File: src/rtl/pfad_pkg.sv
// ============================================================================
// pfad_pkg
// Shared widths, constants and types of the PWM feedback angle decoder.
// ============================================================================
package pfad_pkg;

    // Field widths
    localparam int TIME_W   = 32;
    localparam int DUTY_W   = 16;
    localparam int TURN_W   = 16;
    localparam int OFFS_W   = 21;
    localparam int ANGLE_W  = 32;

    // Configuration port
    localparam int CFG_ADDR_W = 3;
    localparam int CFG_DATA_W = OFFS_W;

    localparam logic [CFG_ADDR_W-1:0] CFG_MIN_DUTY   = 3'd0;
    localparam logic [CFG_ADDR_W-1:0] CFG_MAX_DUTY   = 3'd1;
    localparam logic [CFG_ADDR_W-1:0] CFG_AUTO_RECAL = 3'd2;
    localparam logic [CFG_ADDR_W-1:0] CFG_INVERT     = 3'd3;
    localparam logic [CFG_ADDR_W-1:0] CFG_OFFSET     = 3'd4;

    // Reset values of the working bounds
    localparam logic [DUTY_W-1:0] MIN_DUTY_RST = 16'd1900;
    localparam logic [DUTY_W-1:0] MAX_DUTY_RST = 16'd63635;
    localparam logic [DUTY_W-1:0] DUTY_FULL    = '1;

    // Shared divider: remainder/divisor width covers high + low time,
    // quotient register covers the angle quotient magnitude
    localparam int P_W   = TIME_W + 1;
    localparam int Q_W   = 29;
    localparam int CNT_W = 5;

    localparam logic [CNT_W-1:0] DUTY_STEPS = CNT_W'(DUTY_W);
    localparam logic [CNT_W-1:0] ANG_STEPS  = CNT_W'(Q_W);

    // Angle scaling: 1/16 degree per unit, 5760 units per turn
    localparam int MUL_W = 31;
    localparam logic signed [13:0] UNITS_PER_TURN = 14'sd5760;

    // Command to the shared divider
    typedef struct packed {
        logic             start;
        logic [CNT_W-1:0] steps;
    } t_div_cmd;

endpackage

File: src/rtl/pfad_divider.sv
// ============================================================================
// pfad_divider
// Shared restoring divider, one quotient bit per cycle. The remainder can be
// preloaded, so the same unit forms both the duty fraction and the angle.
// ============================================================================
module pfad_divider (
    input  logic                        i_clk,
    input  logic                        i_rst_n,
    input  pfad_pkg::t_div_cmd          i_cmd,
    input  logic [pfad_pkg::P_W-1:0]    i_rem_init,
    input  logic [pfad_pkg::Q_W-1:0]    i_dividend,
    input  logic [pfad_pkg::P_W-1:0]    i_divisor,
    output logic                        o_busy,
    output logic [pfad_pkg::Q_W-1:0]    o_quot
);

    logic [pfad_pkg::CNT_W-1:0] r_cnt;
    logic [pfad_pkg::P_W-1:0]   r_rem;
    logic [pfad_pkg::P_W-1:0]   r_div;
    logic [pfad_pkg::Q_W-1:0]   r_quot;

    logic [pfad_pkg::P_W:0]     w_shift;
    logic [pfad_pkg::P_W+1:0]   w_diff;
    logic                       w_ge;

    // One shift-and-subtract step
    always_comb begin
        w_shift = {r_rem, r_quot[pfad_pkg::Q_W-1]};
        w_diff  = {1'b0, w_shift} - {2'b00, r_div};
        w_ge    = ~w_diff[pfad_pkg::P_W+1];
    end

    // Step counter
    always_ff @(posedge i_clk) begin
        if (!i_rst_n) begin
            r_cnt <= '0;
        end else if (i_cmd.start) begin
            r_cnt <= i_cmd.steps;
        end else if (r_cnt != '0) begin
            r_cnt <= r_cnt - 1'b1;
        end
    end

    // Remainder and quotient shift register
    always_ff @(posedge i_clk) begin
        if (i_cmd.start) begin
            r_rem  <= i_rem_init;
            r_div  <= i_divisor;
            r_quot <= i_dividend;
        end else if (r_cnt != '0) begin
            r_rem  <= w_ge ? w_diff[pfad_pkg::P_W-1:0] : w_shift[pfad_pkg::P_W-1:0];
            r_quot <= {r_quot[pfad_pkg::Q_W-2:0], w_ge};
        end
    end

    assign o_busy = (r_cnt != '0);
    assign o_quot = r_quot;

endmodule

File: src/rtl/pwm_feedback_angle_decoder.sv
// ============================================================================
// pwm_feedback_angle_decoder
// Decodes timestamped edges of a servo feedback PWM into duty fraction,
// whole-turn count and signed angle in 1/16 degree.
// ============================================================================
//  channel  | dir | handshake            | payload
//  ---------+-----+----------------------+---------------------------------
//  s_axis   | in  | tvalid / tready      | tuser: edge_rising; tdata: edge_time
//  m_axis   | out | tvalid / tready      | tuser: duty_updated;
//           |     |                      | tdata: duty, turns, angle
//  cfg      | in  | valid / ready        | addr: register index; data: value
//
//  A rising edge runs 16 divider steps for the duty fraction and 29 for the
//  angle term, on the one shared divider. A falling edge skips the duty
//  division. Zero period or zero low time skips the duty division; equal
//  working bounds skip the angle division.
//  Edges are taken only in the idle state; the result sits in an output
//  register, so the next edge may be taken while it waits for a transfer.
//  Reset is synchronous, active low; the configuration port is always ready.
// ============================================================================
module pwm_feedback_angle_decoder (
    input  logic                                i_clk,
    input  logic                                i_rst_n,
    // input edges
    input  logic                                i_s_axis_tvalid,
    output logic                                o_s_axis_tready,
    input  logic [pfad_pkg::TIME_W-1:0]         i_s_axis_tdata,   // [31:0] edge_time
    input  logic                                i_s_axis_tuser,   // [0] edge_rising
    // results
    output logic                                o_m_axis_tvalid,
    input  logic                                i_m_axis_tready,
    // [15:0] duty_fraction, [31:16] turn_count, [63:32] angle
    output logic [63:0]                         o_m_axis_tdata,
    output logic                                o_m_axis_tuser,   // [0] duty_updated
    // configuration writes
    input  logic                                i_cfg_valid,
    output logic                                o_cfg_ready,
    input  logic [pfad_pkg::CFG_ADDR_W-1:0]     i_cfg_addr,
    input  logic [pfad_pkg::CFG_DATA_W-1:0]     i_cfg_data
);

    typedef enum logic [9:0] {
        S_IDLE     = 10'b00_0000_0001,
        S_SPLIT    = 10'b00_0000_0010,
        S_DUTY     = 10'b00_0000_0100,
        S_CLAMP    = 10'b00_0000_1000,
        S_TURN     = 10'b00_0001_0000,
        S_ANG_MUL  = 10'b00_0010_0000,
        S_ANG_DIV  = 10'b00_0100_0000,
        S_ANG_WAIT = 10'b00_1000_0000,
        S_SIGN     = 10'b01_0000_0000,
        S_FINAL    = 10'b10_0000_0000
    } t_state;

    t_state r_state, n_state;

    // configuration
    logic                               r_auto;
    logic                               r_invert;
    logic signed [pfad_pkg::OFFS_W-1:0] r_offset;

    // decoder state
    logic [pfad_pkg::TIME_W-1:0]        r_last_rise, r_last_fall;
    logic [pfad_pkg::DUTY_W-1:0]        r_prev_duty;
    logic [pfad_pkg::TURN_W-1:0]        r_turns;
    logic [pfad_pkg::DUTY_W-1:0]        r_work_min, r_work_max;

    // per-item working registers
    logic                               r_rising;
    logic [pfad_pkg::TIME_W-1:0]        r_hi, r_lo;
    logic [pfad_pkg::DUTY_W-1:0]        r_duty;
    logic signed [pfad_pkg::MUL_W-1:0]  r_num, r_tbase;
    logic signed [pfad_pkg::DUTY_W:0]   r_span;
    logic                               r_q_neg;
    logic signed [pfad_pkg::ANGLE_W-1:0] r_acc;
    logic signed [pfad_pkg::ANGLE_W:0]  r_acc_s;

    // output register
    logic                               r_m_tvalid;
    logic [63:0]                        r_m_tdata;
    logic                               r_m_tuser;

    // divider hookup
    pfad_pkg::t_div_cmd                 w_div_cmd;
    logic [pfad_pkg::P_W-1:0]           w_div_rem, w_div_dvs;
    logic [pfad_pkg::Q_W-1:0]           w_div_dvd, w_div_quot;
    logic                               w_div_busy;

    logic                               w_in_xfer, w_cfg_xfer, w_out_load;
    logic [pfad_pkg::P_W-1:0]           w_period;
    logic signed [19:0]                 w_span20, w_3span, w_d4, w_p4;
    logic signed [pfad_pkg::DUTY_W:0]   w_dnum;
    logic [pfad_pkg::MUL_W-1:0]         w_num_abs;
    logic [pfad_pkg::DUTY_W:0]          w_span_abs;
    logic signed [pfad_pkg::MUL_W-1:0]  w_qs;
    logic signed [pfad_pkg::ANGLE_W+1:0] w_fin;
    logic [pfad_pkg::ANGLE_W-1:0]       w_angle;

    assign w_in_xfer  = i_s_axis_tvalid & o_s_axis_tready;
    assign w_cfg_xfer = i_cfg_valid & o_cfg_ready;
    assign w_out_load = (r_state == S_FINAL) & (~r_m_tvalid | i_m_axis_tready);

    // ------------------------------------------------------------------
    // Datapath helpers
    // ------------------------------------------------------------------
    always_comb begin
        w_period   = {1'b0, r_hi} + {1'b0, r_lo};
        // quarter tests on the (possibly updated) working span
        w_span20   = 20'($signed({1'b0, r_work_max}) - $signed({1'b0, r_work_min}));
        w_3span    = w_span20 + (w_span20 <<< 1);
        w_d4       = $signed({2'b00, r_duty, 2'b00});
        w_p4       = $signed({2'b00, r_prev_duty, 2'b00});
        w_dnum     = $signed({1'b0, r_prev_duty}) - $signed({1'b0, r_work_min});
        // magnitudes for the angle division
        w_num_abs  = r_num[pfad_pkg::MUL_W-1] ? pfad_pkg::MUL_W'(-r_num)
                                               : pfad_pkg::MUL_W'(r_num);
        w_span_abs = r_span[pfad_pkg::DUTY_W] ? (pfad_pkg::DUTY_W+1)'(-r_span)
                                              : (pfad_pkg::DUTY_W+1)'(r_span);
        // signed quotient
        w_qs       = r_q_neg ? -$signed({2'b00, w_div_quot})
                             :  $signed({2'b00, w_div_quot});
        // offset and saturation
        w_fin      = (pfad_pkg::ANGLE_W+2)'(r_acc_s) - (pfad_pkg::ANGLE_W+2)'(r_offset);
        if (w_fin[pfad_pkg::ANGLE_W+1:pfad_pkg::ANGLE_W-1] == 3'b000 ||
            w_fin[pfad_pkg::ANGLE_W+1:pfad_pkg::ANGLE_W-1] == 3'b111) begin
            w_angle = w_fin[pfad_pkg::ANGLE_W-1:0];
        end else if (w_fin[pfad_pkg::ANGLE_W+1]) begin
            w_angle = {1'b1, {(pfad_pkg::ANGLE_W-1){1'b0}}};
        end else begin
            w_angle = {1'b0, {(pfad_pkg::ANGLE_W-1){1'b1}}};
        end
    end

    // ------------------------------------------------------------------
    // Divider operand select
    // ------------------------------------------------------------------
    always_comb begin
        w_div_cmd.start = 1'b0;
        w_div_cmd.steps = pfad_pkg::DUTY_STEPS;
        w_div_rem       = {1'b0, r_hi};
        w_div_dvd       = '0;
        w_div_dvs       = w_period;
        if (r_state == S_SPLIT) begin
            w_div_cmd.start = (w_period != '0) && (r_lo != '0);
        end else if (r_state == S_ANG_DIV) begin
            w_div_cmd.start = (r_span != '0);
            w_div_cmd.steps = pfad_pkg::ANG_STEPS;
            w_div_rem       = '0;
            w_div_dvd       = w_num_abs[pfad_pkg::Q_W-1:0];
            w_div_dvs       = {{(pfad_pkg::P_W-pfad_pkg::DUTY_W-1){1'b0}}, w_span_abs};
        end
    end

    pfad_divider u_div (
        .i_clk      (i_clk),
        .i_rst_n    (i_rst_n),
        .i_cmd      (w_div_cmd),
        .i_rem_init (w_div_rem),
        .i_dividend (w_div_dvd),
        .i_divisor  (w_div_dvs),
        .o_busy     (w_div_busy),
        .o_quot     (w_div_quot)
    );

    // ------------------------------------------------------------------
    // Sequencer
    // ------------------------------------------------------------------
    always_comb begin
        n_state = r_state;
        case (r_state)
            S_IDLE:     if (w_in_xfer) n_state = i_s_axis_tuser ? S_SPLIT : S_ANG_MUL;
            S_SPLIT:    n_state = w_div_cmd.start ? S_DUTY : S_CLAMP;
            S_DUTY:     if (!w_div_busy) n_state = S_CLAMP;
            S_CLAMP:    n_state = S_TURN;
            S_TURN:     n_state = S_ANG_MUL;
            S_ANG_MUL:  n_state = S_ANG_DIV;
            S_ANG_DIV:  n_state = w_div_cmd.start ? S_ANG_WAIT : S_SIGN;
            S_ANG_WAIT: if (!w_div_busy) n_state = S_SIGN;
            S_SIGN:     n_state = S_FINAL;
            S_FINAL:    if (w_out_load) n_state = S_IDLE;
            default:    n_state = S_IDLE;
        endcase
    end

    always_ff @(posedge i_clk) begin
        if (!i_rst_n) begin
            r_state <= S_IDLE;
        end else begin
            r_state <= n_state;
        end
    end

    // ------------------------------------------------------------------
    // Edge timing, duty, bounds, turn count and configuration writes
    // ------------------------------------------------------------------
    always_ff @(posedge i_clk) begin
        if (!i_rst_n) begin
            r_last_rise <= '0;
            r_last_fall <= '0;
            r_prev_duty <= '0;
            r_turns     <= '0;
            r_work_min  <= pfad_pkg::MIN_DUTY_RST;
            r_work_max  <= pfad_pkg::MAX_DUTY_RST;
            r_auto      <= 1'b0;
            r_invert    <= 1'b0;
            r_offset    <= '0;
        end else begin
            // edge capture
            if (w_in_xfer) begin
                if (i_s_axis_tuser) begin
                    r_last_rise <= i_s_axis_tdata;
                end else begin
                    r_last_fall <= i_s_axis_tdata;
                end
            end
            // clamp, or widen the bounds
            if (r_state == S_CLAMP) begin
                if (r_duty > r_work_max) begin
                    if (r_auto) r_work_max <= r_duty;
                end else if (r_duty < r_work_min) begin
                    if (r_auto) r_work_min <= r_duty;
                end
            end
            // quarter crossings
            if (r_state == S_TURN) begin
                r_prev_duty <= r_duty;
                if (w_d4 <= w_span20 && w_p4 >= w_3span) begin
                    r_turns <= r_turns + 1'b1;
                end else if (w_d4 >= w_3span && w_p4 <= w_span20) begin
                    r_turns <= r_turns - 1'b1;
                end
            end
            // register writes
            if (w_cfg_xfer) begin
                case (i_cfg_addr)
                    pfad_pkg::CFG_MIN_DUTY:
                        r_work_min <= i_cfg_data[pfad_pkg::DUTY_W-1:0];
                    pfad_pkg::CFG_MAX_DUTY:
                        r_work_max <= i_cfg_data[pfad_pkg::DUTY_W-1:0];
                    pfad_pkg::CFG_AUTO_RECAL: r_auto   <= i_cfg_data[0];
                    pfad_pkg::CFG_INVERT:     r_invert <= i_cfg_data[0];
                    pfad_pkg::CFG_OFFSET:     r_offset <= $signed(i_cfg_data);
                    default: ;
                endcase
            end
        end
    end

    // ------------------------------------------------------------------
    // Per-item working registers
    // ------------------------------------------------------------------
    always_ff @(posedge i_clk) begin
        if (w_in_xfer) begin
            r_rising <= i_s_axis_tuser;
            r_hi     <= r_last_fall - r_last_rise;
            r_lo     <= i_s_axis_tdata - r_last_fall;
        end
        case (r_state)
            S_SPLIT: begin
                if (w_period == '0)   r_duty <= '0;
                else if (r_lo == '0)  r_duty <= pfad_pkg::DUTY_FULL;
            end
            S_DUTY:
                if (!w_div_busy) r_duty <= w_div_quot[pfad_pkg::DUTY_W-1:0];
            S_CLAMP: begin
                if (r_duty > r_work_max) begin
                    if (!r_auto) r_duty <= r_work_max;
                end else if (r_duty < r_work_min) begin
                    if (!r_auto) r_duty <= r_work_min;
                end
            end
            S_ANG_MUL: begin
                // operands widened first so the product keeps its full width
                r_num   <= pfad_pkg::MUL_W'(w_dnum)
                           * pfad_pkg::MUL_W'(pfad_pkg::UNITS_PER_TURN);
                r_tbase <= pfad_pkg::MUL_W'($signed(r_turns))
                           * pfad_pkg::MUL_W'(pfad_pkg::UNITS_PER_TURN);
                r_span  <= (pfad_pkg::DUTY_W+1)'(w_span20);
            end
            S_ANG_DIV: begin
                r_q_neg <= r_num[pfad_pkg::MUL_W-1] ^ r_span[pfad_pkg::DUTY_W];
                if (r_span == '0) r_acc <= pfad_pkg::ANGLE_W'(r_tbase);
            end
            S_ANG_WAIT:
                if (!w_div_busy) begin
                    r_acc <= pfad_pkg::ANGLE_W'(r_tbase) + pfad_pkg::ANGLE_W'(w_qs);
                end
            S_SIGN:
                r_acc_s <= r_invert ? -(pfad_pkg::ANGLE_W+1)'(r_acc)
                                    :  (pfad_pkg::ANGLE_W+1)'(r_acc);
            default: ;
        endcase
    end

    // ------------------------------------------------------------------
    // Output register
    // ------------------------------------------------------------------
    always_ff @(posedge i_clk) begin
        if (!i_rst_n) begin
            r_m_tvalid <= 1'b0;
        end else if (w_out_load) begin
            r_m_tvalid <= 1'b1;
        end else if (i_m_axis_tready) begin
            r_m_tvalid <= 1'b0;
        end
    end

    always_ff @(posedge i_clk) begin
        if (w_out_load) begin
            r_m_tdata <= {w_angle, r_turns, r_prev_duty};
            r_m_tuser <= r_rising;
        end
    end

    assign o_s_axis_tready = (r_state == S_IDLE);
    assign o_cfg_ready     = 1'b1;
    assign o_m_axis_tvalid = r_m_tvalid;
    assign o_m_axis_tdata  = r_m_tdata;
    assign o_m_axis_tuser  = r_m_tuser;

    // ------------------------------------------------------------------
    // Assertions
    // ------------------------------------------------------------------
    a_idle_div_free: assert property (@(posedge i_clk) disable iff (!i_rst_n)
        o_s_axis_tready |-> !w_div_busy)
        else $error("edge taken while divider busy");

    a_div_in_wait: assert property (@(posedge i_clk) disable iff (!i_rst_n)
        w_div_busy |-> (r_state == S_DUTY || r_state == S_ANG_WAIT))
        else $error("divider running outside a wait state");

    a_duty_in_bounds: assert property (@(posedge i_clk) disable iff (!i_rst_n)
        (r_state == S_TURN && r_work_min <= r_work_max)
            |-> (r_duty >= r_work_min && r_duty <= r_work_max))
        else $error("duty outside working bounds after clamp");

    a_turn_step: assert property (@(posedge i_clk) disable iff (!i_rst_n)
        (r_state == S_TURN) |=> (r_turns == $past(r_turns) ||
                                 r_turns == $past(r_turns) + 16'd1 ||
                                 r_turns == $past(r_turns) - 16'd1))
        else $error("turn count moved by more than one");

    a_out_from_final: assert property (@(posedge i_clk) disable iff (!i_rst_n)
        $rose(o_m_axis_tvalid) |-> $past(r_state == S_FINAL))
        else $error("result raised outside final state");

endmodule
File: config.mk
export PLATFORM = sky130hd
export DESIGN_NAME = pwm_feedback_angle_decoder
export DESIGN_NICKNAME = d
export VERILOG_FILES = /design/src/rtl/pfad_pkg.sv /design/src/rtl/pfad_divider.sv /design/src/rtl/pwm_feedback_angle_decoder.sv
export SDC_FILE = /design/constraint.sdc
export NUM_CORES = 2
export LEC_CHECK = 0
export BUFFER_PORTS_ARGS = -buffer_cell sky130_fd_sc_hd__buf_4
export CAP_MARGIN = 20
export CORE_MARGIN = 5
export CORE_UTILIZATION = 40
export DETAILED_ROUTE_END_ITERATION = 10
export PLACE_DENSITY_LB_ADDON = 0.2
export SYNTH_ARGS = -nofsm -noshare
export SYNTH_HDL_FRONTEND = slang
export SYNTH_SLANG_ARGS = --single-unit
File: constraint.sdc
create_clock -name i_clk -period 8.9 [get_ports i_clk]
set_input_delay 1.78 -clock i_clk [delete_from_list [all_inputs] [get_ports i_clk]]
set_output_delay 1.78 -clock i_clk [all_outputs]
set_load 0.02 [all_outputs]
==> impl_metrics.yaml <==
status:
  outcome: "finished, final reports clean"
setup_path:
  path_max_fanout: 6
  crit_top_cell: "a21oi_2"
  critical_path_required_ns: 9.38
  reg2reg_from: "r_work_max[0]"
  crit-reg2reg-capture: "r_turns[15]"
  critPathLaunch: "r_work_max[0]"
  critPathLaunchType: "flip-flop"
  ff2ff_path_depth: 46
  reg2reg_setup_slack_ns: 0.60
  max_stage_delay_ns: 0.42
  critical_path_arrival_ns: 8.78
  crit_path_end_kind: "flip-flop"
  worstSetupPathType: "flip-flop to flip-flop"
  critical-path-slowest-cell: "fa_1"
detailed_routing:
  post_drt_wl_per_cell_um: 18.6
  drc: 0
  viasPerCell: 5.39
  wirelength_um: 109000
  vias: 31500
  firstDrtPassIters: 7
  ant_nets: 0
  first_iter_violations: 2353
cells_and_area:
  nets: 5063
  fin_area_um2: 45000
  final_core_util_pct: 45.1
  final_cell_count_no_fill: 5844
  drive_gt1_share_pct: 8.82
  area_growth_pct: 12.4
placed_design:
  hpwl_um: 83600
  place_ws_ns: 0.00983
  place_inst: 5717
  io_buffer_count: 128
  routabilityCongestion: 0.908
  dpl_cell_area_um2: 42700
synthesis:
  yosys_warnings: 0
  syn_area_um2: 40000
  ys_top_cells_by_area: "edfxtp_1 (28%), ha_1 (14%), dfxtp_1 (8.4%)"
  ys_seq_elements: 537
  synth-adder-area-share_pct: 17.2
  synth_edf_count: 370
  synthCells: 4351
  synth-simple-area-share_pct: 13.6
  avgSynthCellArea_um2: 9.20
  synthArstFlopShare_pct: 0
  netlist-cell-type-count: 90
  ys.flop_type: "edfxtp_1"
  yosysSeqAreaShare_pct: 36.1
  synth_nets: 4923
  synth_xor_area_share_pct: 7.33
  synth_compound_area_share_pct: 18.5
  synthMuxAreaShare_pct: 1.79
  yosysTopAreaCell: "edfxtp_1"
  synth_top_family_by_area: "compound AO/OA/AOI/OAI gates"
  synth_top_area_share_pct: 27.8
timing:
  hold_viol: 0
  worst_pin_slew_ns: 1.12
  fin_setup_tns_ns: 0
  finalSetupViolCount: 0
  fmax_ghz: 0.120
  layout_min_cycle_time_ns: 8.30
  setup_slack_ns: 0.600
  slew_violations: 0
  holdWs_ns: 0.426
  finalClockSkew_ns: 0.0338
  relSlewSlack_pct: 25.2
  post-route-period-util_pct: 93.3
global_route:
  grt_pass1_wl_um: 169000
  grtUsageTotal_pct: 19.9
  overflow: 0
  antenna_found_initial: 2
  grt_max_degree: 73
  grt_pass1_vias: 30200
cts:
  cts_sinks: 537
  root_buffer: "clkbuf_16"
  cts_tree: "yes"
  cts_max_level: 3
  clk_pin_slew_worst_paths_ns: 0.06
  clk_path_buf_depth: 3
  numCtsBuffers: 67
  insertion_delay_ns: 0.62
hold_path:
  hold_depth: 0
  min-delay-start: "r_rising"
  hp-class: "flip-flop to flip-flop"
  worstHoldEndpoint: "o_m_axis_tuser"
pwr:
  leakage_nw: 18.9
  combPwrFrac_pct: 37.4
  swShare_pct: 36.0
  total_power_mw: 9.92
  p_sw_mw: 3.57
  power.density_nw_per_um2: 221
  seq_power_share_pct: 35.4
  clock_power_share_pct: 27.2
  p_int_mw: 6.35
  peakVddDrop_v: 0.000143
floorplanning:
  core_area_um2: 99700
  dieArea_um2: 106000
  rows: 116
  initial_core_util_pct: 40.1
  dieHeight_um: 326
  io_pins: 130
  die_x_um: 326
job:
  cap_violations: 0
## power by group through the flow
stage | Clock [mW] | Sequential [mW] | Combinational (mW)
after floorplan | 0 | 3.46 | 2.87
after global routing | 2.88 | 3.54 | 4.18
after detailed placement | 0 | 3.56 | 3.69
after global placement | 0 | 3.56 | 3.65
final | 2.70 | 3.51 | 3.71
after CTS | 2.78 | 3.51 | 3.72
## worst max path at each step
stage	to	slack, ns	cells past startpoint
3_5_place_dp	r_turns[15]	0.01	45
3_3_place_gp	r_turns[15]	0.23	45
5_1_grt	r_turns[15]	-0.05	46
2_1_floorplan	r_turns[15]	0.70	42
6_report	r_turns[15]	0.60	46
4_1_cts	r_turns[15]	0.01	46
## critical path, delay by kind of cell (launching register included)
| family | cells | cell delay [ns] |
|---|---|---|
| AO/OA/AOI/OAI | 22 | 4.10 |
| adder cells (fa/ha/maj) | 5 | 1.60 |
| AND/OR/NAND/NOR | 11 | 1.17 |
| buffers and inverters | 5 | 0.52 |
| flip-flops | 1 | 0.32 |
| XOR/XNOR | 2 | 0.32 |
| multiplexers | 1 | 0.12 |
## routing by layer
metal	vias up	track usage, %	routed length [µm]
met5	-	0	0
met4	0	5.95	2870
met3	118	3.28	6260
met2	717	30.7	47100
met1	14900	28.7	52300
li1	15700	-	-
## cells by family (layout without fill, tap and decap cells)
group | Yosys count | count (layout)
and+or+nand+nor | 1156 | 1156
buffers and inverters | 578 | 772
AOI/OAI and AO/OA | 1166 | 1166
muxes | 70 | 70
xor gates and xnor gates | 332 | 332
adders and majority gates | 511 | 511
DFF | 537 | 537
other | 1 | 2
## layout make-up
| type | instances | area, µm² |
|---|---|---|
| diodes | 1 | 2.50 |
| clock buffers | 88 | 1940 |
| clock inverters | 35 | 236 |
| fillers | 9700 | 54700 |
| inverters | 451 | 1700 |
| multi-input cells | 3236 | 23500 |
| flip-flops and latches | 537 | 14500 |
| well taps | 1298 | 1620 |
| repair buffers | 198 | 1510 |
## cell usage after synthesis, types with 54 or more instances
cell	number
xnor2_1	234
edfxtp_1	370
nand3_1	93
dfxtp_1	167
inv_1	447
o21ai_0	293
xor2_1	96
a21o_1	131
o21a_1	63
fa_1	68
a21oi_1	340
clkbuf_1	121
mux2i_1	58
nor2_1	231
ha_1	442
nand2_1	472
o21bai_1	54
## repair_timing
action,CTS,global route
pin swaps,0,8
gates resized for setup,2,17
endpoints found under the setup margin,1,7
hold buffers,0,0
buffers inserted,0,3
## cells in the final DEF, fill, tap and decap left out, types with 12 or more instances in the layout
cell / count
a211o_1: 23
a211oi_1: 24
a21boi_0: 21
a21o_1: 131
a21oi_1: 329
a21oi_2: 13
a31oi_1: 25
and2_1: 17
and3_1: 29
buf_4: 197
clkbuf_16: 73
dfxtp_1: 167
edfxtp_1: 370
fa_1: 68
ha_1: 442
inv_1: 446
mux2_2: 12
mux2i_1: 58
nand2_1: 471
nand2b_1: 49
nand3_1: 93
nand4_1: 22
nor2_1: 231
nor2b_1: 42
nor3_1: 53
nor4_1: 22
o2111ai_1: 14
o211ai_1: 30
o21a_1: 63
o21ai_0: 293
o21bai_1: 54
o31ai_1: 24
o41ai_1: 15
or2_2: 15
or3_1: 34
or4_1: 20
xnor2_1: 233
xor2_1: 95
## state kept, by name (all words and copies together), names as in the netlist, 17 cells and up
| register | count |
|---|---|
| u_div.r_div | 33 |
| r_span | 17 |
| r_num | 23 |
| r_acc_s | 33 |
| u_div.o_quot | 29 |
| r_last_rise | 32 |
| u_div.r_rem | 33 |
| r_acc | 32 |
| o_m_axis_tdata | 64 |
| r_tbase | 23 |
| r_offset | 21 |
| r_hi | 32 |
| r_last_fall | 32 |
| r_lo | 32 |
Power figures use the tool's default switching activity.
